<file path="src/hw/rtl/lfs_pkg.sv">
package lfs_pkg;

  // Field widths
  localparam int unsigned TIME_W   = 32;
  localparam int unsigned CHAN_W   = 16;
  localparam int unsigned BRIGHT_W = 18;
  localparam int unsigned ERR_W    = 19;
  localparam int unsigned DERIV_W  = 20;
  localparam int unsigned GAIN_W   = 16;
  localparam int unsigned PERIOD_W = 16;
  localparam int unsigned MODE_W   = 2;

  localparam int unsigned IN_TDATA_W  = 128;
  localparam int unsigned OUT_TDATA_W = 40;
  localparam int unsigned CFG_IDX_W   = 3;
  localparam int unsigned CFG_DATA_W  = 16;

  localparam int unsigned GAIN_FRACTION_BITS_DEF = 8;
  localparam int unsigned QUEUE_DEPTH_DEF        = 4;

  localparam logic [TIME_W-1:0]   DEFAULT_INTERVAL = 32'd5;
  localparam int                  DEAD_ZONE        = 200;
  localparam logic [PERIOD_W-1:0] TURN_THRESHOLD   = 16'd800;

  // Register indexes
  localparam logic [CFG_IDX_W-1:0] REG_PROP_GAIN       = 3'd0;
  localparam logic [CFG_IDX_W-1:0] REG_DERIV_GAIN      = 3'd1;
  localparam logic [CFG_IDX_W-1:0] REG_BASE_PERIOD     = 3'd2;
  localparam logic [CFG_IDX_W-1:0] REG_MIN_PERIOD      = 3'd3;
  localparam logic [CFG_IDX_W-1:0] REG_MAX_PERIOD      = 3'd4;
  localparam logic [CFG_IDX_W-1:0] REG_UPDATE_INTERVAL = 3'd5;
  localparam logic [CFG_IDX_W-1:0] REG_OFFSET_ON_LEFT  = 3'd6;
  localparam logic [CFG_IDX_W-1:0] REG_OFFSET_AMOUNT   = 3'd7;

  // Drive modes
  localparam logic [MODE_W-1:0] MODE_FORWARD    = 2'd0;
  localparam logic [MODE_W-1:0] MODE_TURN_RIGHT = 2'd1;
  localparam logic [MODE_W-1:0] MODE_TURN_LEFT  = 2'd2;

  typedef struct packed {
    logic signed [GAIN_W-1:0] prop_gain;
    logic signed [GAIN_W-1:0] deriv_gain;
    logic [PERIOD_W-1:0]      base_period;
    logic [PERIOD_W-1:0]      min_period;
    logic [PERIOD_W-1:0]      max_period;
    logic [CHAN_W-1:0]        update_interval;
    logic                     offset_on_left;
    logic [CHAN_W-1:0]        offset_amount;
  } cfg_t;

  // One queue entry: was the item an update, and its error
  typedef struct packed {
    logic                    updated;
    logic signed [ERR_W-1:0] err;
  } q_entry_t;

  localparam int unsigned Q_ENTRY_W = 1 + ERR_W;

endpackage

</file>
<file path="src/hw/rtl/line_follow_pd_steering.sv">
// Line-follow PD steering: sensor beats in, wheel period commands out.
// An accepted input beat is written to the queue, then passes the five back stages.
// Throughput: one beat per cycle while m_tready is high; the front takes a beat while
// the queue (default four entries) has room; five back stages drain one a cycle.
// Reset (rst, synchronous, active high) restores register defaults, clears the
// last update time and last error, and empties the queue and pipeline.
module line_follow_pd_steering #(
  parameter int unsigned GAIN_FRACTION_BITS = lfs_pkg::GAIN_FRACTION_BITS_DEF,
  parameter int unsigned QUEUE_DEPTH        = lfs_pkg::QUEUE_DEPTH_DEF
) (
  input  logic                               clk,
  input  logic                               rst,
  // input stream
  input  logic                               s_tvalid,
  output logic                               s_tready,
  // time_ms[31:0], left_red, left_green, left_blue, right_red, right_green,
  // right_blue (16 bits each, from bit 32 up)
  input  logic [lfs_pkg::IN_TDATA_W-1:0]     s_tdata,
  // result stream
  output logic                               m_tvalid,
  input  logic                               m_tready,
  // updated[0], drive_mode[2:1], left_period[18:3], right_period[34:19], zeros
  output logic [lfs_pkg::OUT_TDATA_W-1:0]    m_tdata,
  // configuration writes
  input  logic                               cfg_valid,
  output logic                               cfg_ready,
  input  logic [lfs_pkg::CFG_IDX_W-1:0]      cfg_index,
  input  logic [lfs_pkg::CFG_DATA_W-1:0]     cfg_data
);

  lfs_pkg::cfg_t     cfg;
  lfs_pkg::q_entry_t front_entry;
  lfs_pkg::q_entry_t back_entry;
  logic              q_full, q_empty, q_pop, s_accept;
  logic [lfs_pkg::Q_ENTRY_W-1:0] q_rd_data;

  // Configuration writes are always taken.
  assign cfg_ready = 1'b1;

  always_ff @(posedge clk) begin
    if (rst) begin
      cfg.prop_gain       <= '0;
      cfg.deriv_gain      <= '0;
      cfg.base_period     <= '0;
      cfg.min_period      <= '0;
      cfg.max_period      <= '1;
      cfg.update_interval <= 16'd5;
      cfg.offset_on_left  <= 1'b0;
      cfg.offset_amount   <= '0;
    end else if (cfg_valid) begin
      unique case (cfg_index)
        lfs_pkg::REG_PROP_GAIN:       cfg.prop_gain       <= $signed(cfg_data);
        lfs_pkg::REG_DERIV_GAIN:      cfg.deriv_gain      <= $signed(cfg_data);
        lfs_pkg::REG_BASE_PERIOD:     cfg.base_period     <= cfg_data;
        lfs_pkg::REG_MIN_PERIOD:      cfg.min_period      <= cfg_data;
        lfs_pkg::REG_MAX_PERIOD:      cfg.max_period      <= cfg_data;
        lfs_pkg::REG_UPDATE_INTERVAL: cfg.update_interval <= cfg_data;
        lfs_pkg::REG_OFFSET_ON_LEFT:  cfg.offset_on_left  <= cfg_data[0];
        lfs_pkg::REG_OFFSET_AMOUNT:   cfg.offset_amount   <= cfg_data;
        default: ;
      endcase
    end
  end

  // Accept a beat whenever the queue has a free entry.
  assign s_tready = !q_full;
  assign s_accept = s_tvalid && s_tready;

  // Front: decide skip against the last update time and form the error.
  lfs_front u_front (
    .clk    (clk),
    .rst    (rst),
    .cfg    (cfg),
    .accept (s_accept),
    .tdata  (s_tdata),
    .entry  (front_entry)
  );

  // Queue decouples the front from the arithmetic pipeline.
  lfs_fifo #(
    .WIDTH (lfs_pkg::Q_ENTRY_W),
    .DEPTH (QUEUE_DEPTH)
  ) u_queue (
    .clk       (clk),
    .rst       (rst),
    .push      (s_accept),
    .push_data (front_entry),
    .full      (q_full),
    .pop       (q_pop),
    .empty     (q_empty),
    .pop_data  (q_rd_data)
  );

  assign back_entry = q_rd_data;

  // Back: derivative, gains, truncation, dead zone, clamp and mode select.
  lfs_back #(
    .GAIN_FRACTION_BITS (GAIN_FRACTION_BITS)
  ) u_back (
    .clk       (clk),
    .rst       (rst),
    .cfg       (cfg),
    .q_valid   (!q_empty),
    .q_entry   (back_entry),
    .q_pop     (q_pop),
    .out_valid (m_tvalid),
    .out_ready (m_tready),
    .out_data  (m_tdata)
  );

endmodule

</file>
<file path="src/hw/rtl/lfs_front.sv">
module lfs_front (
  input  logic                                clk,
  input  logic                                rst,
  input  lfs_pkg::cfg_t                       cfg,
  input  logic                                accept,
  input  logic [lfs_pkg::IN_TDATA_W-1:0]      tdata,
  output lfs_pkg::q_entry_t                   entry
);

  logic [lfs_pkg::TIME_W-1:0]     last_update_time;
  logic [lfs_pkg::TIME_W-1:0]     now;
  logic [lfs_pkg::TIME_W-1:0]     interval;
  logic [lfs_pkg::TIME_W-1:0]     elapsed;
  logic                           skip;
  logic [lfs_pkg::BRIGHT_W-1:0]   lb_raw, rb_raw, lb, rb, offs;

  always_comb begin
    now      = tdata[31:0];
    interval = (cfg.update_interval == '0) ? lfs_pkg::DEFAULT_INTERVAL
                                           : {16'd0, cfg.update_interval};
    elapsed  = now - last_update_time;
    skip     = (last_update_time != '0) && (elapsed < interval);

    lb_raw = {2'd0, tdata[47:32]} + {2'd0, tdata[63:48]} + {2'd0, tdata[79:64]};
    rb_raw = {2'd0, tdata[95:80]} + {2'd0, tdata[111:96]} + {2'd0, tdata[127:112]};
    offs   = {2'd0, cfg.offset_amount};
    lb = lb_raw;
    rb = rb_raw;
    // subtract the offset only when the chosen side exceeds it
    if (cfg.offset_on_left) begin
      if (lb_raw > offs) lb = lb_raw - offs;
    end else begin
      if (rb_raw > offs) rb = rb_raw - offs;
    end

    entry.updated = !skip;
    entry.err     = $signed({1'b0, rb}) - $signed({1'b0, lb});
  end

  always_ff @(posedge clk) begin
    if (rst) begin
      last_update_time <= '0;
    end else if (accept && !skip) begin
      last_update_time <= now;
    end
  end

endmodule

</file>
<file path="src/hw/rtl/lfs_fifo.sv">
module lfs_fifo #(
  parameter int unsigned WIDTH = lfs_pkg::Q_ENTRY_W,
  parameter int unsigned DEPTH = lfs_pkg::QUEUE_DEPTH_DEF
) (
  input  logic             clk,
  input  logic             rst,
  input  logic             push,
  input  logic [WIDTH-1:0] push_data,
  output logic             full,
  input  logic             pop,
  output logic             empty,
  output logic [WIDTH-1:0] pop_data
);

  localparam int unsigned PTR_W = (DEPTH > 1) ? $clog2(DEPTH) : 1;
  localparam int unsigned CNT_W = $clog2(DEPTH + 1);

  logic [WIDTH-1:0] mem [DEPTH];
  logic [PTR_W-1:0] wr_ptr, rd_ptr;
  logic [CNT_W-1:0] count;

  assign full     = (count == CNT_W'(DEPTH));
  assign empty    = (count == '0);
  assign pop_data = mem[rd_ptr];

  always_ff @(posedge clk) begin
    if (push) mem[wr_ptr] <= push_data;
  end

  always_ff @(posedge clk) begin
    if (rst) begin
      wr_ptr <= '0;
      rd_ptr <= '0;
      count  <= '0;
    end else begin
      if (push) wr_ptr <= (wr_ptr == PTR_W'(DEPTH - 1)) ? '0 : wr_ptr + 1'b1;
      if (pop)  rd_ptr <= (rd_ptr == PTR_W'(DEPTH - 1)) ? '0 : rd_ptr + 1'b1;
      unique case ({push, pop})
        2'b10:   count <= count + 1'b1;
        2'b01:   count <= count - 1'b1;
        default: count <= count;
      endcase
    end
  end

endmodule

</file>
<file path="src/hw/rtl/lfs_back.sv">
module lfs_back #(
  parameter int unsigned GAIN_FRACTION_BITS = lfs_pkg::GAIN_FRACTION_BITS_DEF
) (
  input  logic                               clk,
  input  logic                               rst,
  input  lfs_pkg::cfg_t                      cfg,
  input  logic                               q_valid,
  input  lfs_pkg::q_entry_t                  q_entry,
  output logic                               q_pop,
  output logic                               out_valid,
  input  logic                               out_ready,
  output logic [lfs_pkg::OUT_TDATA_W-1:0]    out_data
);

  localparam int unsigned PP_W   = lfs_pkg::GAIN_W + lfs_pkg::ERR_W;
  localparam int unsigned DP_W   = lfs_pkg::GAIN_W + lfs_pkg::DERIV_W;
  localparam int unsigned ACC_W  = DP_W + 1;
  localparam int unsigned WIDE_W = ACC_W + 1;
  localparam logic [ACC_W-1:0] BIAS = (ACC_W'(1) << GAIN_FRACTION_BITS) - ACC_W'(1);

  logic signed [lfs_pkg::ERR_W-1:0] last_error;

  logic v1, v2, v3, v4, v5;
  logic r1, r2, r3, r4, r5;

  logic                               u1, u2, u3, u4;
  logic signed [lfs_pkg::ERR_W-1:0]   err1;
  logic signed [lfs_pkg::DERIV_W-1:0] deriv1;
  logic signed [PP_W-1:0]             pprod2;
  logic signed [DP_W-1:0]             dprod2;
  logic signed [ACC_W-1:0]            corr3;
  logic signed [WIDE_W-1:0]           lp4, rp4;

  logic signed [ACC_W-1:0]            acc, acc_b;
  logic signed [WIDE_W-1:0]           base_w, min_w, max_w, lp_c, rp_c;
  logic                               in_dead;
  logic [lfs_pkg::PERIOD_W-1:0]       lp_o, rp_o;
  logic [lfs_pkg::MODE_W-1:0]         mode_o;

  // ready ripples back from the output register
  assign r5    = !v5 || out_ready;
  assign r4    = !v4 || r5;
  assign r3    = !v3 || r4;
  assign r2    = !v2 || r3;
  assign r1    = !v1 || r2;
  assign q_pop = q_valid && r1;
  assign out_valid = v5;

  always_comb begin
    acc   = ACC_W'(pprod2) + ACC_W'(dprod2);
    // truncate toward zero: bias negatives before the arithmetic shift
    acc_b = acc + (acc[ACC_W-1] ? $signed(BIAS) : $signed(ACC_W'(0)));

    base_w  = $signed(WIDE_W'({1'b0, cfg.base_period}));
    min_w   = $signed(WIDE_W'({1'b0, cfg.min_period}));
    max_w   = $signed(WIDE_W'({1'b0, cfg.max_period}));
    in_dead = (corr3 > -ACC_W'(lfs_pkg::DEAD_ZONE)) && (corr3 < ACC_W'(lfs_pkg::DEAD_ZONE));

    lp_c = (lp4 < min_w) ? min_w : lp4;
    lp_c = (lp_c > max_w) ? max_w : lp_c;
    rp_c = (rp4 < min_w) ? min_w : rp4;
    rp_c = (rp_c > max_w) ? max_w : rp_c;
    lp_o = lp_c[lfs_pkg::PERIOD_W-1:0];
    rp_o = rp_c[lfs_pkg::PERIOD_W-1:0];
    if (lp_o < lfs_pkg::TURN_THRESHOLD || rp_o < lfs_pkg::TURN_THRESHOLD) begin
      mode_o = (lp_o < rp_o) ? lfs_pkg::MODE_TURN_RIGHT : lfs_pkg::MODE_TURN_LEFT;
    end else begin
      mode_o = lfs_pkg::MODE_FORWARD;
    end
  end

  always_ff @(posedge clk) begin
    if (rst) begin
      v1 <= 1'b0;
      v2 <= 1'b0;
      v3 <= 1'b0;
      v4 <= 1'b0;
      v5 <= 1'b0;
      last_error <= '0;
    end else begin
      if (r1) v1 <= q_valid;
      if (r2) v2 <= v1;
      if (r3) v3 <= v2;
      if (r4) v4 <= v3;
      if (r5) v5 <= v4;
      if (q_pop && q_entry.updated) last_error <= q_entry.err;
    end
  end

  always_ff @(posedge clk) begin
    // derivative against the error of the last update
    if (r1) begin
      u1     <= q_entry.updated;
      err1   <= q_entry.err;
      deriv1 <= lfs_pkg::DERIV_W'(q_entry.err) - lfs_pkg::DERIV_W'(last_error);
    end
    if (r2) begin
      u2     <= u1;
      pprod2 <= PP_W'(cfg.prop_gain) * PP_W'(err1);
      dprod2 <= DP_W'(cfg.deriv_gain) * DP_W'(deriv1);
    end
    if (r3) begin
      u3    <= u2;
      corr3 <= acc_b >>> GAIN_FRACTION_BITS;
    end
    if (r4) begin
      u4 <= u3;
      if (in_dead) begin
        lp4 <= base_w;
        rp4 <= base_w;
      end else begin
        lp4 <= base_w + WIDE_W'(corr3);
        rp4 <= base_w - WIDE_W'(corr3);
      end
    end
    if (r5) begin
      // skipped items carry all-zero fields
      if (u4) out_data <= {5'd0, rp_o, lp_o, mode_o, 1'b1};
      else    out_data <= '0;
    end
  end

endmodule
</file>
<file path="config.mk">
export PLATFORM = sky130hd
export DESIGN_NAME = line_follow_pd_steering
export DESIGN_NICKNAME = d
export VERILOG_FILES = /design/src/hw/rtl/lfs_pkg.sv /design/src/hw/rtl/line_follow_pd_steering.sv /design/src/hw/rtl/lfs_front.sv /design/src/hw/rtl/lfs_fifo.sv /design/src/hw/rtl/lfs_back.sv
export SDC_FILE = /design/constraint.sdc
export NUM_CORES = 2
export LEC_CHECK = 0
export CAP_MARGIN = 20
export CORE_ASPECT_RATIO = 1.2
export CORE_UTILIZATION = 50
export DETAILED_ROUTE_END_ITERATION = 8
export DONT_BUFFER_PORTS = 1
export HOLD_SLACK_MARGIN = 0.1
export PLACE_DENSITY = 0.76
export SLEW_MARGIN = 0
export SYNTH_ARGS = -nofsm -noshare
export SYNTH_HDL_FRONTEND = slang
export SYNTH_SLANG_ARGS = --single-unit
</file>
<file path="constraint.sdc">
create_clock -name clk -period 11 [get_ports clk]
set_clock_uncertainty 0.15 [all_clocks]
set_input_delay 2.2 -clock clk [delete_from_list [all_inputs] [get_ports clk]]
set_output_delay 2.2 -clock clk [all_outputs]
set_load 0.03 [all_outputs]
</file>
Word-level counts from Yosys, hierarchy flattened --
Memory sizes are Yosys's and may differ from the RTL's. A register that Yosys moved wholly into a read port is not among the register bits. Index checks and enable logic that the tools add are counted.
Cells by class: divide/modulo/power cells 0, reduce and logical (&&, ||, !) cells 34, shift-type cells 0, add/subtract/negate cells 17, magnitude comparators 12, bitwise operators 0, equality and inequality tests 12, multipliers 2, muxes and demuxes 21
Operator list (count):
- $mux 16 | 5
- $gt 38x17->1 | 2
- $mux 38 | 2
- $mux 18 | 4
- $lt 30x17->1 | 2
- $add 35x36->37 | 1
- $add 37x9->37 | 1
- $add 18x16->18 | 2
- $gt 18x16->1 | 2
- $mul 16x20->36 | 1
- $sub 18x16->18 | 2
- $mul 16x19->35 | 1
- $add 16x16->17 | 2
- $lt 16x10->1 const B | 2
- $lt 32x32->1 | 1
- $reduce_bool 32->1 | 1
- $sub 32x32->32 | 1
- $add 17x29->30 | 1
- $sub 17x29->30 | 1
- $gt 29x9->1 const B | 1
- $lt 29x9->1 const B | 1
- $sub 19x19->20 | 1
- $sub 18x18->19 | 1
- $reduce_and 2->1 | 9
- other kinds (19) | 51
Storage, ports and cells: output and inout port bits 43, flip-flop bits (word level) 419, input bits 152, ROM bits 0, logic and storage cells 133, bits in latches 0, memories 1, RAM bits 80
Memory list:
- u_queue.mem | depth 4, width 20, rd ports 1, clocked after memory_dff 1, write ports 1, RTL line lfs_fifo.sv:18 | logic [WIDTH-1:0] mem [DEPTH];

Logic depth before layout (Yosys ltp) --
depth after elaboration 9, depth in mapped cells 42

Hierarchy --
From an unflattened synthesis, not the netlist that was laid out.
Second synthesis, totals: cell total of the unflattened synthesis 5812, area, all modules 56197.6 µm²
By module, submodules not included:
- lfs_back | area each 39589.2 µm², cells each 4129, times used 1
- lfs_front | area each 8760.9 µm², cells each 1112, times used 1
- line_follow_pd_steering | area each 4514.3 µm², cells each 419, times used 1
- lfs_fifo | area each 3333.2 µm², cells each 152, times used 1

Worst setup path before layout --
No wires, ideal clock.
path kind input port to flip-flop, start point input s_tdata[80] (netlist bit), end point memory u_queue.mem[0][18] (netlist bit) (data pin), slack 1.185 ns, arrival 9.382 ns, buffers on the path 1, stages on the path 40, path through ha_1 -> inv_1 -> fa_1 -> nor2b_1 -> o21ai_0 -> a21boi_0 -> o21ai_0 -> a21boi_0 -> nor2_1 -> ha_1 -> a211oi_1 -> a211oi_1 -> o21a_1 -> o21ai_0 -> a21oi_1 -> a21o_1 -> a21oi_1 -> xnor2_1 -> [4 not listed] -> o21ai_0 -> or2_2 -> a21oi_2 -> buf_2 -> mux2_2 -> fa_1 -> nor2b_1 -> o21ai_0 -> a21boi_0 -> o21ai_0 -> a21boi_0 -> o21ai_0 -> nand2b_1 -> nand4_1 -> a31oi_1 -> a21oi_1 -> o21ai_0 -> a31oi_1
RTL lines:
- start: declaration | RTL line line_follow_pd_steering.sv:18 | input logic [lfs_pkg::IN_TDATA_W-1:0] s_tdata,
- end: declaration | RTL line lfs_fifo.sv:18

==> metrics <==
Max Root-Sink Buffers=3; power per standard cell area=208 nW/um^2; flip-flop cell with the highest count after synthesis=edfxtp_1; Final Hold Fails=0; Die Area=113,000 um^2; result of the run=finished clean; setup repair after global routing missed its margin=false; required time reported for the critical path endpoint=11.17 ns; worst IR drop on VDD=182 uV; most common library cell in the layout ignoring fill and taps=inv_1; drt via density=5.63; final wirelength=144,000 um; async set-reset flop share out of synthesis=0; kind of path behind the tightest hold check=reg -> reg; final number of max-transition violations=0; leakage power=27.4 nW; total non-filler cell area in the finished layout=59,200 um^2; Max FO, Critical Path=9; Chip Width=307 um; critical path arrival=10.44 ns; placed inst area=57,100 um^2; share of the clock period used by the worst path=0.933; total number of nets in the final design=7,119; Clk pin slew, worst setup/hold paths=0.06 ns; Post-Route Setup TNS=0 ns; pin count of the biggest net entering global routing=161; vias post-DR=41.3k; number of antenna violations at the first check in global routing=4; Die Y=367 um; post-DR wirelength/cell=19.6 um; post-route minimum period=10.26 ns; ranking of synthesized cells by area=fa_1 23%, edfxtp_1 17%, ha_1 12%, dfxtp_1 6.4%, inv_1 5.9%; Num CTS Buffers=55; Crit. End Element=flip-flop; CTS Sinks=495; count of flip-flops with a built-in enable after synthesis=317; via count of the first global-routing pass=43.4k; clock tree from TritonCTS=yes; master of the slowest instance on the critical path=fa_1; Syn Inst Count=5,907; distinct cell type count after synthesis=96; Cell Area, Synth=55,600 um^2; Critical Path Most Common Cell=o21ai_0; drc violations=0; startpoint class of the critical path=primary input; Starting Density=0.506; Initial DRT Pass Iterations=6; residual antenna-violating net count after detailed routing=0; Slew HR=0.199; post-detailed-placement half-perimeter wirelength=113,000 um; most area-hungry cell type in the Yosys netlist=fa_1; pin slew with the least headroom to its limit=1.20 ns; global-route wire length before repair=231,000 um; final setup fails=0; Total Routing Usage GR=0.260; buffers added on ports=0; total of flip-flops plus latches after synthesis=495; path type of the worst setup path=in -> reg; source-to-sink clock delay at the later pin of the worst-skew pair=0.64 ns; area share of the leading cell type in the synthesized netlist=0.228; peak clock frequency supported by timing=0.0974 GHz; Post-Synthesis Mean Instance Area=9.42 um^2; largest incremental delay on the critical path=0.42 ns; setup ws final=0.736 ns; number of warnings reported in the yosys synthesis log=0; CTS root buf=clkbuf_16; Seq/Total Area, Yosys=0.235; commonest cells after routing, fill and taps aside=881 x inv_1, 663 x nand2_1, 635 x fa_1; final core utilization=0.538; depth of the CTS H-tree=2; area of the core=110,000 um^2; Worst Hold Slack=0.285 ns; violation count after the first detailed-route iteration=2,647; Top Ports=195; hold_buf cts=0; GR Overflow Total=0; Post-Place Worst Slack=0.133 ns; area added between synthesis and finish=6.39%; Final Wtd Congestion=0.988; Max-Cap Viols=0; share of post-route cells with drive strength above 1=0.0463; row count=133
[stage by stage]
stage                     cells  total power [mW]
after CTS                  7337              12.2
after detailed placement   7233              10.2
after floorplan            5911              8.36
after global placement     7231              10.0
after global routing       7341              13.1
final                      7345              12.3
[final cells by class]
class	count	area (um^2)
fillers	9613	50800
inverters	882	3310
repair buffers	52	467
diodes	4	10.0
well taps	1485	1860
clock buffers	71	1540
multi-input cells	4323	38500
clock inverters	33	438
flip-flops and latches	495	13100
[flip-flops by register name, summed over array words and instances (netlist names), 20 cells and up, named ones only]
signal,flops
u_back.corr3,29
u_back.dprod2,36
u_back.lp4,29
u_back.rp4,30
cfg,113
u_back.out_data,35
u_front.last_update_time,32
u_back.pprod2,35
u_back.deriv1,20
u_queue.mem,80
[path summary, 6_finish.rpt]
check             slack (ns)  cells past startpoint                           end                   from
setup / recovery        0.74                     40  u_queue.mem[2][18]$_DFFE_PP_            s_tdata[80]
hold / removal          0.29                      0           u_back.u3$_DFFE_PP_    u_back.u2$_DFFE_PP_
setup reg to reg        2.69                     22   u_back.pprod2[33]$_DFFE_PP_  cfg[102]$_SDFFE_PP0P_
hold reg to reg         0.29                      0           u_back.u3$_DFFE_PP_    u_back.u2$_DFFE_PP_
[kinds of logic after synthesis]
family | count (synthesis) | share of synthesized area
simple gates | 1755 | 0.153
compound gates | 956 | 0.111
xor+xnor | 276 | 0.0434
other cells | 2 | 0.000135
flops | 495 | 0.235
mux | 172 | 0.0366
fa+ha+maj | 1158 | 0.346
buf+inv | 1093 | 0.0744
[synthesized netlist by cell type (11+ instances only)]
cell type and number:
a2111oi_0 11, a211oi_1 25, a21boi_0 20, a21o_1 122
a21oi_1 332, a31oi_1 28, and2_1 320, and3_1 41
clkbuf_1 192, dfxtp_1 178, edfxtp_1 317, fa_1 635
ha_1 523, inv_1 881, mux2_2 53, mux2i_1 99
mux4_2 20, nand2_1 665, nand2b_1 82, nand3_1 73
nand3b_1 11, nand4_1 49, nor2_1 307, nor2b_1 53
nor3_1 57, nor4_1 26, o211ai_1 35, o21a_1 49
o21ai_0 163, o21bai_1 36, o31ai_1 23, or2_2 13
or3_1 14, xnor2_1 195, xor2_1 81
[what timing repair did]
item,4_1_cts,5_1_grt
endpoints found under the setup margin,0,8
gates resized for setup,0,1
buffers inserted,0,0
[critical path, delay by kind of cell]
family	cells	cell delay, ns
multiplexers	1	0.38
buffers and inverters	1	0.05
AO/OA/AOI/OAI	25	4.80
AND/OR/NAND/NOR	6	0.99
XOR/XNOR	1	0.10
adder cells (fa/ha/maj)	6	1.90
[report_power, final]
part	switching, mW	internal, mW	total, mW
Combinational	3.76	2.64	6.40
Clock	0.795	1.21	2.00
Sequential	0.852	3.04	3.89
Total	5.41	6.88	12.3
[metal layers]
layer | share of wire | GRT usage | vias up
met5 | 0.00041 | 0 | -
met4 | 0.062 | 0.145 | 8
met3 | 0.067 | 0.0486 | 414
met2 | 0.50 | 0.460 | 1365
met1 | 0.37 | 0.293 | 20200
li1 | - | - | 19300
(Power assumes the default switching activity.)
